===== src/sv/jhksm_pkg.sv =====
`timescale 1ns / 1ps

package jhksm_pkg;

   localparam int MAX_CANDIDATES = 64;
   localparam int MAX_DIGITS     = 6;
   localparam int KEY_LEN        = 7;

   localparam int MODE_W   = 2;
   localparam int BYTE_W   = 8;
   localparam int SLOT_W   = 6;
   localparam int VALUE_W  = 24;
   localparam int MASK_W   = 64;
   localparam int COUNT_W  = 7;
   localparam int ENTRY_W  = 32;
   localparam int NIBBLE_W = 4;

   localparam int DIGIT_W    = $clog2(MAX_DIGITS + 1);
   localparam int POS_W      = $clog2(KEY_LEN);
   localparam int TBL_IDX_W  = (MAX_CANDIDATES > 1) ? $clog2(MAX_CANDIDATES) : 1;
   localparam int GROUP_SIZE = 8;
   localparam int GROUP_COUNT = (MAX_CANDIDATES + GROUP_SIZE - 1) / GROUP_SIZE;
   localparam int GROUP_CNT_W = $clog2(GROUP_SIZE + 1);
   localparam int PAD_W       = GROUP_COUNT * GROUP_SIZE;

   localparam int CMDQ_DEPTH = 2;
   localparam int CMDQ_PTR_W = (CMDQ_DEPTH > 1) ? $clog2(CMDQ_DEPTH) : 1;
   localparam int CMDQ_CNT_W = $clog2(CMDQ_DEPTH + 1);

   localparam logic [BYTE_W-1:0] QUOTE_BYTE = 8'h22;

   typedef enum logic [MODE_W-1:0] {
      MODE_START  = 2'd0,
      MODE_LOAD   = 2'd1,
      MODE_STREAM = 2'd2
   } mode_type;

   typedef enum logic [1:0] {
      CMD_START,
      CMD_LOAD,
      CMD_REPORT,
      CMD_MATCH
   } cmd_kind_type;

   typedef struct packed {
      mode_type            mode;
      logic [BYTE_W-1:0]   stream_byte;
      logic [SLOT_W-1:0]   candidate_index;
      logic [VALUE_W-1:0]  candidate_value;
   } req_type;

   typedef struct packed {
      logic [MASK_W-1:0]   found_mask;
      logic [COUNT_W-1:0]  found_count;
      logic                all_found;
      logic                value_completed;
      logic [ENTRY_W-1:0]  entries_seen;
   } rsp_type;

   typedef struct packed {
      cmd_kind_type        kind;
      logic [SLOT_W-1:0]   slot;
      logic [VALUE_W-1:0]  value;
   } cmd_type;

   typedef struct packed {
      logic                valid;
      logic [NIBBLE_W-1:0] value;
   } nibble_type;

   // Key pattern: quote h e x quote colon quote
   function automatic logic [BYTE_W-1:0] key_byte(input logic [POS_W-1:0] pos);
      logic [BYTE_W-1:0] b;
      unique case (pos)
         3'd0:    b = QUOTE_BYTE;
         3'd1:    b = 8'h68;
         3'd2:    b = 8'h65;
         3'd3:    b = 8'h78;
         3'd4:    b = QUOTE_BYTE;
         3'd5:    b = 8'h3A;
         3'd6:    b = QUOTE_BYTE;
         default: b = QUOTE_BYTE;
      endcase
      return b;
   endfunction

   function automatic nibble_type hex_nibble(input logic [BYTE_W-1:0] c);
      nibble_type n;
      n.valid = 1'b1;
      n.value = '0;
      if (c >= 8'h30 && c <= 8'h39) begin
         n.value = NIBBLE_W'(c - 8'h30);
      end else if (c >= 8'h61 && c <= 8'h66) begin
         n.value = NIBBLE_W'(c - 8'h57);
      end else if (c >= 8'h41 && c <= 8'h46) begin
         n.value = NIBBLE_W'(c - 8'h37);
      end else begin
         n.valid = 1'b0;
      end
      return n;
   endfunction

   function automatic logic [GROUP_CNT_W-1:0] group_ones(input logic [GROUP_SIZE-1:0] v);
      logic [GROUP_CNT_W-1:0] s;
      s = '0;
      for (int i = 0; i < GROUP_SIZE; i++) begin
         s = s + GROUP_CNT_W'(v[i]);
      end
      return s;
   endfunction

endpackage


===== src/sv/jhksm_front.sv =====
`timescale 1ns / 1ps

module jhksm_front
   import jhksm_pkg::*;
(
   input  logic    clock,
   input  logic    reset,
   input  logic    accept,
   input  req_type req_data,
   output logic    cmd_push,
   output cmd_type cmd_data
);

   logic                in_value_ff,  in_value_in;
   logic [POS_W-1:0]    match_pos_ff, match_pos_in;
   logic [VALUE_W-1:0]  value_ff,     value_in;
   logic [DIGIT_W-1:0]  digits_ff,    digits_in;
   nibble_type          nib;

   assign nib      = hex_nibble(req_data.stream_byte);
   assign cmd_push = accept;

   always_comb begin
      in_value_in    = in_value_ff;
      match_pos_in   = match_pos_ff;
      value_in       = value_ff;
      digits_in      = digits_ff;
      cmd_data.kind  = CMD_REPORT;
      cmd_data.slot  = req_data.candidate_index;
      cmd_data.value = req_data.candidate_value;
      if (accept) begin
         unique case (req_data.mode)
            MODE_START: begin
               cmd_data.kind = CMD_START;
               in_value_in   = 1'b0;
               match_pos_in  = '0;
               value_in      = '0;
               digits_in     = '0;
            end
            MODE_LOAD: begin
               cmd_data.kind = CMD_LOAD;
            end
            MODE_STREAM: begin
               if (!in_value_ff) begin
                  if (req_data.stream_byte == key_byte(match_pos_ff)) begin
                     if (match_pos_ff == POS_W'(KEY_LEN - 1)) begin
                        in_value_in  = 1'b1;
                        match_pos_in = '0;
                        value_in     = '0;
                        digits_in    = '0;
                     end else begin
                        match_pos_in = match_pos_ff + POS_W'(1);
                     end
                  end else begin
                     // fall back: a quote may open the key again
                     match_pos_in = (req_data.stream_byte == QUOTE_BYTE) ? POS_W'(1) : '0;
                  end
               end else if (req_data.stream_byte == QUOTE_BYTE) begin
                  if (digits_ff != '0) begin
                     cmd_data.kind  = CMD_MATCH;
                     cmd_data.value = value_ff;
                  end
                  in_value_in = 1'b0;
                  value_in    = '0;
                  digits_in   = '0;
               end else if (nib.valid) begin
                  // extra digits beyond the limit are dropped
                  if (digits_ff < DIGIT_W'(MAX_DIGITS)) begin
                     value_in  = {value_ff[VALUE_W-NIBBLE_W-1:0], nib.value};
                     digits_in = digits_ff + DIGIT_W'(1);
                  end
               end else begin
                  in_value_in = 1'b0;
                  value_in    = '0;
                  digits_in   = '0;
               end
            end
            default: begin
            end
         endcase
      end
   end

   always_ff @(posedge clock) begin
      if (reset) begin
         in_value_ff  <= 1'b0;
         match_pos_ff <= '0;
         value_ff     <= '0;
         digits_ff    <= '0;
      end else begin
         in_value_ff  <= in_value_in;
         match_pos_ff <= match_pos_in;
         value_ff     <= value_in;
         digits_ff    <= digits_in;
      end
   end

endmodule


===== src/sv/jhksm_cmd_fifo.sv =====
`timescale 1ns / 1ps

module jhksm_cmd_fifo
   import jhksm_pkg::*;
(
   input  logic    clock,
   input  logic    reset,
   input  logic    push,
   input  cmd_type push_data,
   output logic    full,
   input  logic    pop,
   output cmd_type pop_data,
   output logic    empty
);

   cmd_type               entry_ff [CMDQ_DEPTH];
   logic [CMDQ_PTR_W-1:0] wr_ptr_ff, wr_ptr_in;
   logic [CMDQ_PTR_W-1:0] rd_ptr_ff, rd_ptr_in;
   logic [CMDQ_CNT_W-1:0] count_ff,  count_in;
   logic                  do_push, do_pop;

   assign full     = (count_ff == CMDQ_CNT_W'(CMDQ_DEPTH));
   assign empty    = (count_ff == '0);
   assign do_push  = push && !full;
   assign do_pop   = pop && !empty;
   assign pop_data = entry_ff[rd_ptr_ff];

   always_comb begin
      wr_ptr_in = wr_ptr_ff;
      rd_ptr_in = rd_ptr_ff;
      count_in  = count_ff;
      if (do_push) begin
         wr_ptr_in = (wr_ptr_ff == CMDQ_PTR_W'(CMDQ_DEPTH - 1)) ? '0
                                                                : wr_ptr_ff + CMDQ_PTR_W'(1);
      end
      if (do_pop) begin
         rd_ptr_in = (rd_ptr_ff == CMDQ_PTR_W'(CMDQ_DEPTH - 1)) ? '0
                                                                : rd_ptr_ff + CMDQ_PTR_W'(1);
      end
      if (do_push && !do_pop) begin
         count_in = count_ff + CMDQ_CNT_W'(1);
      end else if (do_pop && !do_push) begin
         count_in = count_ff - CMDQ_CNT_W'(1);
      end
   end

   always_ff @(posedge clock) begin
      if (reset) begin
         wr_ptr_ff <= '0;
         rd_ptr_ff <= '0;
         count_ff  <= '0;
      end else begin
         wr_ptr_ff <= wr_ptr_in;
         rd_ptr_ff <= rd_ptr_in;
         count_ff  <= count_in;
      end
      if (do_push) begin
         entry_ff[wr_ptr_ff] <= push_data;
      end
   end

endmodule


===== src/sv/jhksm_back.sv =====
`timescale 1ns / 1ps

module jhksm_back
   import jhksm_pkg::*;
(
   input  logic               clock,
   input  logic               reset,
   input  logic               cmd_valid,
   input  cmd_type            cmd_data,
   output logic               cmd_pop,
   input  logic [COUNT_W-1:0] candidate_count,
   input  logic               rsp_pop,
   output logic               rsp_empty,
   output rsp_type            rsp_data
);

   typedef enum logic [1:0] {
      ST_IDLE,
      ST_SUM,
      ST_MERGE
   } back_state_type;

   back_state_type            state_ff, state_in;
   logic [VALUE_W-1:0]        table_ff [MAX_CANDIDATES];
   logic [MAX_CANDIDATES-1:0] flags_ff, flags_in;
   logic [COUNT_W-1:0]        total_ff, total_in;
   logic [ENTRY_W-1:0]        entries_ff, entries_in;
   logic [MAX_CANDIDATES-1:0] hit_ff, hit_in;
   logic [GROUP_CNT_W-1:0]    group_ff [GROUP_COUNT];
   logic [GROUP_CNT_W-1:0]    group_in [GROUP_COUNT];
   logic                      rsp_valid_ff, rsp_valid_in;
   rsp_type                   rsp_ff, rsp_in;

   logic [MAX_CANDIDATES-1:0] active;
   logic [MAX_CANDIDATES-1:0] equal;
   logic [PAD_W-1:0]          hit_pad;
   logic [COUNT_W-1:0]        group_sum;
   logic [COUNT_W-1:0]        active_limit;
   logic                      out_free;
   logic                      table_we;

   assign out_free     = !rsp_valid_ff || rsp_pop;
   assign rsp_empty    = !rsp_valid_ff;
   assign rsp_data     = rsp_ff;
   assign hit_pad      = PAD_W'(hit_ff);
   assign active_limit = (candidate_count > COUNT_W'(MAX_CANDIDATES)) ? COUNT_W'(MAX_CANDIDATES)
                                                                       : candidate_count;

   // one comparator per table slot
   always_comb begin
      for (int i = 0; i < MAX_CANDIDATES; i++) begin
         active[i] = (COUNT_W'(i) < candidate_count);
         equal[i]  = (table_ff[i] == cmd_data.value);
      end
   end

   always_comb begin
      group_sum = '0;
      for (int g = 0; g < GROUP_COUNT; g++) begin
         group_sum = group_sum + COUNT_W'(group_ff[g]);
      end
   end

   always_comb begin
      state_in     = state_ff;
      flags_in     = flags_ff;
      total_in     = total_ff;
      entries_in   = entries_ff;
      hit_in       = hit_ff;
      group_in     = group_ff;
      rsp_valid_in = rsp_valid_ff && !rsp_pop;
      rsp_in       = rsp_ff;
      cmd_pop      = 1'b0;
      table_we     = 1'b0;
      unique case (state_ff)
         ST_IDLE: begin
            if (cmd_valid && cmd_data.kind == CMD_MATCH) begin
               cmd_pop    = 1'b1;
               hit_in     = active & ~flags_ff & equal;
               entries_in = (entries_ff == '1) ? entries_ff : entries_ff + ENTRY_W'(1);
               state_in   = ST_SUM;
            end else if (cmd_valid && out_free) begin
               cmd_pop = 1'b1;
               unique case (cmd_data.kind)
                  CMD_START: begin
                     flags_in   = '0;
                     total_in   = '0;
                     entries_in = '0;
                  end
                  CMD_LOAD: begin
                     table_we = (cmd_data.slot < SLOT_W'(MAX_CANDIDATES)) ||
                                (MAX_CANDIDATES > (1 << SLOT_W) - 1);
                  end
                  default: begin
                  end
               endcase
               rsp_valid_in           = 1'b1;
               rsp_in.found_mask      = MASK_W'(flags_in);
               rsp_in.found_count     = total_in;
               rsp_in.all_found       = (total_in >= active_limit);
               rsp_in.value_completed = 1'b0;
               rsp_in.entries_seen    = entries_in;
            end
         end
         ST_SUM: begin
            for (int g = 0; g < GROUP_COUNT; g++) begin
               group_in[g] = group_ones(hit_pad[g*GROUP_SIZE +: GROUP_SIZE]);
            end
            state_in = ST_MERGE;
         end
         ST_MERGE: begin
            if (out_free) begin
               flags_in               = flags_ff | hit_ff;
               total_in               = total_ff + group_sum;
               rsp_valid_in           = 1'b1;
               rsp_in.found_mask      = MASK_W'(flags_in);
               rsp_in.found_count     = total_in;
               rsp_in.all_found       = (total_in >= active_limit);
               rsp_in.value_completed = 1'b1;
               rsp_in.entries_seen    = entries_ff;
               state_in               = ST_IDLE;
            end
         end
         default: begin
            state_in = ST_IDLE;
         end
      endcase
   end

   always_ff @(posedge clock) begin
      if (reset) begin
         state_ff     <= ST_IDLE;
         flags_ff     <= '0;
         total_ff     <= '0;
         entries_ff   <= '0;
         rsp_valid_ff <= 1'b0;
      end else begin
         state_ff     <= state_in;
         flags_ff     <= flags_in;
         total_ff     <= total_in;
         entries_ff   <= entries_in;
         rsp_valid_ff <= rsp_valid_in;
      end
      hit_ff   <= hit_in;
      group_ff <= group_in;
      rsp_ff   <= rsp_in;
   end

   always_ff @(posedge clock) begin
      if (table_we) begin
         table_ff[cmd_data.slot[TBL_IDX_W-1:0]] <= cmd_data.value;
      end
   end

endmodule


===== src/sv/json_hex_key_stream_matcher.sv =====
`timescale 1ns / 1ps

// Streaming key matcher: feed response bytes (mode stream) and it picks out every
// "hex":"<digits>" value, up to six hex digits of either case, and checks each
// completed value against a table of up to 64 candidate addresses loaded beforehand
// (mode load). Every item gives exactly one beat on the result side: the found mask,
// the number found, an all-found flag against the candidate_count register, whether
// this byte closed a value, and the saturating count of values seen. Mode start clears
// flags, counters and the parser but keeps the table and the register. The front parser
// takes one byte per cycle whenever the two-entry command queue has room; the back end
// retires start, load and plain bytes straight from idle when the result register is free,
// and a completed value in three steps (compare against all slots, per-group popcount,
// merge), so sustained throughput is one byte per cycle between values while results are
// popped, and the queue absorbs the wait of a completion. Write candidate_count only while
// the block is idle; table slots never loaded read as undefined.
module json_hex_key_stream_matcher
   import jhksm_pkg::*;
(
   input  logic               clock,
   input  logic               reset,
   input  logic               push,
   output logic               full,
   input  req_type            req_data,
   output logic               empty,
   input  logic               pop,
   output rsp_type            rsp_data,
   input  logic               csr_wr_en,
   input  logic [COUNT_W-1:0] csr_wr_data
);

   logic [COUNT_W-1:0] cand_count_ff, cand_count_in;
   logic               accept;
   logic               cmd_push;
   cmd_type            cmd_in_data;
   logic               cmd_full;
   logic               cmd_empty;
   logic               cmd_pop;
   cmd_type            cmd_out_data;

   // accept a beat whenever the command queue has room
   assign full   = cmd_full;
   assign accept = push && !cmd_full;

   // candidate_count register, reset to one slot
   assign cand_count_in = csr_wr_en ? csr_wr_data : cand_count_ff;

   always_ff @(posedge clock) begin
      if (reset) begin
         cand_count_ff <= COUNT_W'(1);
      end else begin
         cand_count_ff <= cand_count_in;
      end
   end

   // front: parse the byte stream, emit one command per accepted beat
   jhksm_front u_front (
      .clock    (clock),
      .reset    (reset),
      .accept   (accept),
      .req_data (req_data),
      .cmd_push (cmd_push),
      .cmd_data (cmd_in_data)
   );

   // decouple parser from matcher
   jhksm_cmd_fifo u_cmd_fifo (
      .clock     (clock),
      .reset     (reset),
      .push      (cmd_push),
      .push_data (cmd_in_data),
      .full      (cmd_full),
      .pop       (cmd_pop),
      .pop_data  (cmd_out_data),
      .empty     (cmd_empty)
   );

   // back: candidate table, found flags, counters and the result register
   jhksm_back u_back (
      .clock           (clock),
      .reset           (reset),
      .cmd_valid       (!cmd_empty),
      .cmd_data        (cmd_out_data),
      .cmd_pop         (cmd_pop),
      .candidate_count (cand_count_ff),
      .rsp_pop         (pop),
      .rsp_empty       (empty),
      .rsp_data        (rsp_data)
   );

`ifndef SYNTHESIS
   // the count must always agree with the flags it summarises
   a_count_matches_mask: assert property (@(posedge clock) disable iff (reset)
      !empty |-> ($countones(rsp_data.found_mask) == rsp_data.found_count))
      else $error("found_count disagrees with found_mask");

   // a completed value has been counted
   a_completion_counted: assert property (@(posedge clock) disable iff (reset)
      (!empty && rsp_data.value_completed) |-> (rsp_data.entries_seen != '0))
      else $error("value completed but entries_seen is zero");

   // no more candidates found than table slots
   a_count_bounded: assert property (@(posedge clock) disable iff (reset)
      !empty |-> (rsp_data.found_count <= COUNT_W'(MAX_CANDIDATES)))
      else $error("found_count exceeds table size");
`endif

endmodule

===== config.mk =====
export PLATFORM = sky130hd
export DESIGN_NAME = json_hex_key_stream_matcher
export DESIGN_NICKNAME = d
export VERILOG_FILES = /design/src/sv/jhksm_pkg.sv /design/src/sv/jhksm_front.sv /design/src/sv/jhksm_cmd_fifo.sv /design/src/sv/jhksm_back.sv /design/src/sv/json_hex_key_stream_matcher.sv
export SDC_FILE = /design/constraint.sdc
export NUM_CORES = 2
export LEC_CHECK = 0
export BUFFER_PORTS_ARGS = -buffer_cell sky130_fd_sc_hd__buf_2
export CAP_MARGIN = 0
export CORE_MARGIN = 3
export CORE_UTILIZATION = 31
export CTS_CLUSTER_DIAMETER = 150
export DETAILED_ROUTE_END_ITERATION = 10
export PLACE_DENSITY = 0.44
export SLEW_MARGIN = 10
export SYNTH_ARGS = -nofsm -noshare
export SYNTH_HDL_FRONTEND = slang
export SYNTH_HIERARCHICAL = 1
export SYNTH_SLANG_ARGS = --single-unit

===== constraint.sdc =====
create_clock -name clock -period 7.12 [get_ports clock]
set_input_delay 0 -clock clock [delete_from_list [all_inputs] [get_ports clock]]
set_output_delay 0 -clock clock [all_outputs]
set_load 0.005 [all_outputs]

After elaboration in Yosys (flattened, before gate mapping) --
Memory sizes are Yosys's and may differ from the RTL's. A register that Yosys moved wholly into a read port is not among the register bits. Cells that the tools add are included.
Storage, ports and cells: flip-flop bits (word level) 349, RAM bits 1600, word-level logic and storage cells 394, memories kept 2
Cells by class: $add $sub $neg 74, order comparisons 74, eq/ne operators 88, mux-type cells 91, bitwise gates (word level) 4, reductions and logical operators 34
Memories:
- u_back.table_ff | words 64, bits a word 24, read ports 64, clocked after Yosys merged registers in 0, wr ports 1, RTL line jhksm_back.sv:24 | logic [VALUE_W-1:0] table_ff [MAX_CANDIDATES];
- u_cmd_fifo.entry_ff | words 2, bits a word 32, read ports 1, clocked after Yosys merged registers in 1, wr ports 1, RTL line jhksm_cmd_fifo.sv:16 | cmd_type entry_ff [CMDQ_DEPTH];
Operators with widths (count):
- equality test 24 bit | 64
- two-way mux 105 bit | 3
- two-way mux 24 bit | 11
- two-way mux 64 bit | 4
- less-than comparator 6 x 7 -> 1 bit (first input constant) | 32
- one-hot mux 105 bit (2 select lines) | 1
- adder 4 x 1 -> 4 bit | 48
- AND 64 bit | 2
- two-way mux 32 bit | 4
- one-hot mux 64 bit (2 select lines) | 1
- less-than comparator 5 x 7 -> 1 bit (first input constant) | 16
- inverter 64 bit | 1
- OR 64 bit | 1
- less-than comparator 4 x 7 -> 1 bit (first input constant) | 8
- two-way mux 7 bit | 8
- one-hot mux 24 bit (2 select lines) | 1
- adder 7 x 4 -> 7 bit | 6
- adder 32 x 1 -> 32 bit (second input constant) | 1
- equality test 32 bit (second input constant) | 1
- less-than comparator 3 x 7 -> 1 bit (first input constant) | 4
- two-way mux 1 bit | 28
- one-hot mux 7 bit (4 select lines) | 1
- two-way mux 3 bit | 9
- two-way mux 8 bit | 3
- other kinds (45) | 107

Longest topological paths before layout --
word-level depth 11, gate-level depth with buffers 17, gate-level depth less buffers 17

Modules after synthesis --
Netlist, hierarchy kept.
By module, submodules not included:
- jhksm_back | instances 1, cells an instance 5199, area an instance 78562.8 um^2
- jhksm_cmd_fifo | instances 1, cells an instance 125, area an instance 2526.2 um^2
- jhksm_front | instances 1, cells an instance 252, area an instance 2248.4 um^2
- json_hex_key_stream_matcher | instances 1, cells an instance 24, area an instance 261.5 um^2

Worst setup path after synthesis --
OpenSTA, ideal clock, no wires.
path type register to register, start register (tool-made name), end register u_back.rsp_ff, in the netlist u_back/rsp_data[0] (enable), arrival time 4.625 ns, path slack 1.984 ns, stages on the path, launching flop included 10, buffers on the path 3, period minus slack after synthesis 5.136 ns, cells stage by stage dfxtp_1 > clkbuf_1 > buf_4 > mux2_2 > nand3_1 > a21oi_1 > nor2_1 > o21ai_0 > clkinv_1 > clkbuf_1
RTL lines:
- end signal: assignment | RTL line jhksm_back.sv:146 | rsp_ff <= rsp_in;
- end: declaration | RTL line jhksm_back.sv:32 | rsp_type rsp_ff, rsp_in;

==> key figures <==
Status
  • Outcome: finished clean

Logic synthesis
  • Largest family of logic cells by synthesized area: XOR/XNOR gates
  • Asr flop ratio synth: 0%
  • Simple-Gate Fraction of Synth Area: 7.05%
  • Share of the synthesized area in the top cell type: 64.7%
  • Synth Flop Type: edfxtp_1
  • Average cell area after synthesis: 14.9 um2
  • Synth area leader: edfxtp_1
  • Yosys warnings: 6
  • Post-Syn Instances: 5600
  • Yosys cell types: 83
  • Top-count cell post-synth: edfxtp_1
  • Post-synth EDFFs: 1801
  • Ranking of synthesized cells by area: edfxtp_1, xnor2_1, xor2_1
  • XOR/XNOR share of the synthesized area: 16.3%
  • Sequential cell area fraction in the yosys report: 68.3%
  • Portion of netlist area occupied by mux cells: 1.16%
  • #FFs+latches synth: 1950
  • Synth Cell Area: 83600 um2
  • Synth top cells by count: edfxtp_1, xnor2_1, xor2_1, nand4_1, nand2_1
  • Post-Synth Adder-Cell Area: 2.27%
  • Syn nets: 5768
  • Synth Area in Compound Gates: 2.84%

Worst setup path
  • Setup crit start kind: flop
  • CP max stage delay: 0.55 ns
  • Worst Path Required: 7.72 ns
  • Crit Path Category: flop to flop
  • Worst setup EP type: flop
  • Data arrival, critical path: 5.37 ns
  • Slowest cell on crit path: fa_1
  • Critical path buffers and inverters: 5
  • Cell family with most CP delay: adder cells
  • CP cell instances: inv_1, fa_1, inv_1, fa_1, fa_1, inv_1, fa_1, inv_1, ha_1, fa_1, a21o_1, a21oi_1, xnor2_1, inv_1, ha_1, a211oi_1, a21oi_1
  • CP max FO: 2

Pwr
  • Pwr/cell area: 383 nW/um2
  • Sw Share: 34.6%
  • Clock power share: 29.1%
  • Peak supply drop: 356 uV
  • P_leak: 31.1 nW
  • Gate power share: 32.1%
  • Flop pwr share: 38.8%
  • Switch Pwr: 12.9 mW
  • Internal power: 24.5 mW

Placed design
  • PortBufs: 158
  • Dpl hpwl: 156000 um
  • Gpl congestion: 0.777

GRT
  • Total grt overflow: 0
  • First-pass GRT wire length: 356000 um
  • GRT Overall Usage: 17.8%
  • Vias in the first global route: 46.2k
  • Largest net degree at the start of global routing: 132
  • Initial antenna violation count: 35

Drt
  • Detailed-routed wire length on met3: 13400 um
  • Drt via density: 4.79
  • Residual DRC: 0
  • Routed Antenna Nets: 0
  • Top sig layer: met4
  • WL/cell: 25.8 um
  • DRT Pass-1 Iters: 5
  • Starting DRT DRC Count: 3857
  • Routed WL: 251000 um
  • Routed met2 length: 114000 um
  • Met1 wire length: 118000 um
  • Vias: 46.6k

Floorplanning
  • Core ar.: 268000 um2
  • Die area: 276000 um2
  • Num rows: 190
  • Chip height: 525 um
  • IO Count: 159
  • Die width: 525 um
  • Starting Density: 31.2%

Timing
  • Setup TNS: 0 ns
  • Max_slew headroom: 17.5%
  • Fmax: 0.210 GHz
  • Final Critical Period: 4.77 ns
  • Unrepaired setup endpoints after global routing: no
  • Final Cycle Share: 67.0%
  • Tightest hold margin: 0.0796 ns
  • Final setup violation count: 0
  • Slew @ Worst Pin: 1.24 ns
  • Final Hold Fails: 0
  • Final Skew: 0.0370 ns
  • Fin. max-slew vios: 0

Clocking
  • Post_cts resized: 0
  • CTS tree: built
  • Num Clock Sinks: 1950
  • Clock root buffer: clkbuf_16
  • Clock Latency Late Sink: 0.86 ns
  • Clk slew on worst S/H paths: 0.06 ns
  • CTS Buffer Depth: 4
  • Htree depth: 4
  • TritonCTS Buffers: 222

Run
  • MaxCap Viol Count: 0

Final layout
  • Area growth, synth to finish: 17.0%
  • Fillcell total: 25.5k
  • Layout cells sized above 1: 13.1%
  • Final net count: 6170

Min path
  • Worst min-delay path class: primary input to flop
## stage by stage
step / instance area, um2 / setup slack (ns) / std cells / power, mW / utilization (%)
2_1_floorplan: 83600 / 1.98 / 5600 / 22.0 / -
3_3_place_gp: 89900 / 2.26 / 9228 / 27.1 / 33.5
3_5_place_dp: 89900 / 2.35 / 9228 / 27.0 / 33.5
4_1_cts: 97700 / 2.31 / 9727 / 38.1 / 36.4
5_1_grt: 97800 / 2.11 / 9728 / 39.4 / 36.5
6_report: 97800 / 2.35 / 9738 / 37.4 / 36.5
## final timing paths
| path | start | end | slack (ns) | cells after the start |
|---|---|---|---|---|
| min | req_data[17] | u_cmd_fifo/entry_ff[0][17] | 0.08 | 3 |
| min reg2reg | u_front/value_ff[11] | u_front/value_ff[15] | 0.47 | 2 |
| max | u_back/total_ff[2] | u_back/rsp_data[33] | 2.35 | 17 |
| max reg2reg | u_back/total_ff[2] | u_back/rsp_data[33] | 2.35 | 17 |
## repair_timing
action / in CTS / in global routing
setup buffers: 0 / 0
endpoints found under the hold margin: 145 / 0
hold buffers: 102 / 0
## sequential cells by signal, summed over array words and instances (netlist names), named ones only
| name | flops |
|---|---|
| u_front/digits_ff | 3 |
| u_back/group_ff | 32 |
| u_back/table_ff | 1536 |
| u_cmd_fifo/entry_ff | 64 |
| u_cmd_fifo/count_ff | 2 |
| cand_count_ff | 7 |
| u_front/value_ff | 24 |
| u_back/rsp_valid_ff | 1 |
| u_front/in_value_ff | 1 |
| u_back/total_ff | 7 |
| u_front/match_pos_ff | 3 |
| u_cmd_fifo/wr_ptr_ff | 1 |
| u_back/rsp_data | 105 |
| u_back/flags_ff | 64 |
| u_back/hit_ff | 64 |
| u_cmd_fifo/rd_ptr_ff | 1 |
| u_back/state_ff | 2 |
| u_back/entries_ff | 32 |
## final cells by class
cell class	instances	area, um2	share of cell area (%)
inverters	152	581	0.594
well taps	3552	4440	4.54
clock buffers	293	6070	6.20
diodes	11	27.5	0.0281
repair buffers	445	3470	3.55
clock inverters	104	719	0.736
multi-input cells	3231	25400	26.0
flip-flops and latches	1950	57100	58.3
## metal layers
layer  vias to the layer above  GRT usage [%]
met5                         -              0
met4                         0           4.29
met1                     24000           26.0
li1                      21100              -
met2                      1159           28.1
met3                       328           2.33
## worst min-delay path, cell delays in order
cell	delay [ns]
dlygate4sd3_1	0.51
buf_2	0.12
mux2_2	0.17
## cells by family after synthesis
family	Yosys count
buf+inv	419
xor+xnor	1554
compound gates	365
fa+ha+maj	116
simple gates	1106
mux	90
flops	1950
## cells in the final DEF, fill, tap and decap left out, drive strengths merged, types with 22 or more instances in the layout
cell type / netlist / final
edfxtp: 1801 / 1801
a22o: 32 / 32
nor2b: 22 / 22
nand3: 65 / 65
fa: 59 / 59
and2: 35 / 35
inv: 150 / 154
xor2: 462 / 462
mux2: 58 / 58
nor3: 55 / 55
ha: 57 / 57
clkbuf: 104 / 293
dfxtp: 149 / 149
nand2: 264 / 264
mux2i: 32 / 32
nand4: 280 / 280
a2111oi: 35 / 35
buf: 162 / 343
clkinv: 2 / 90
a21oi: 134 / 134
nor2: 130 / 130
dlygate4sd3: 0 / 102
nor4: 174 / 174
nand2b: 33 / 33
o21ai: 77 / 77
xnor2: 1092 / 1092
## power by group through the flow
stage	combinational [mW]	sequential [mW]	clock [mW]
after floorplan	7.26	14.7	0
after global placement	12.3	14.8	0
after detailed placement	12.3	14.8	0
after CTS	12.4	14.5	11.2
after global routing	13.2	14.6	11.7
final	12.0	14.5	10.9
Note: power is estimated with default switching activity, not from simulation.
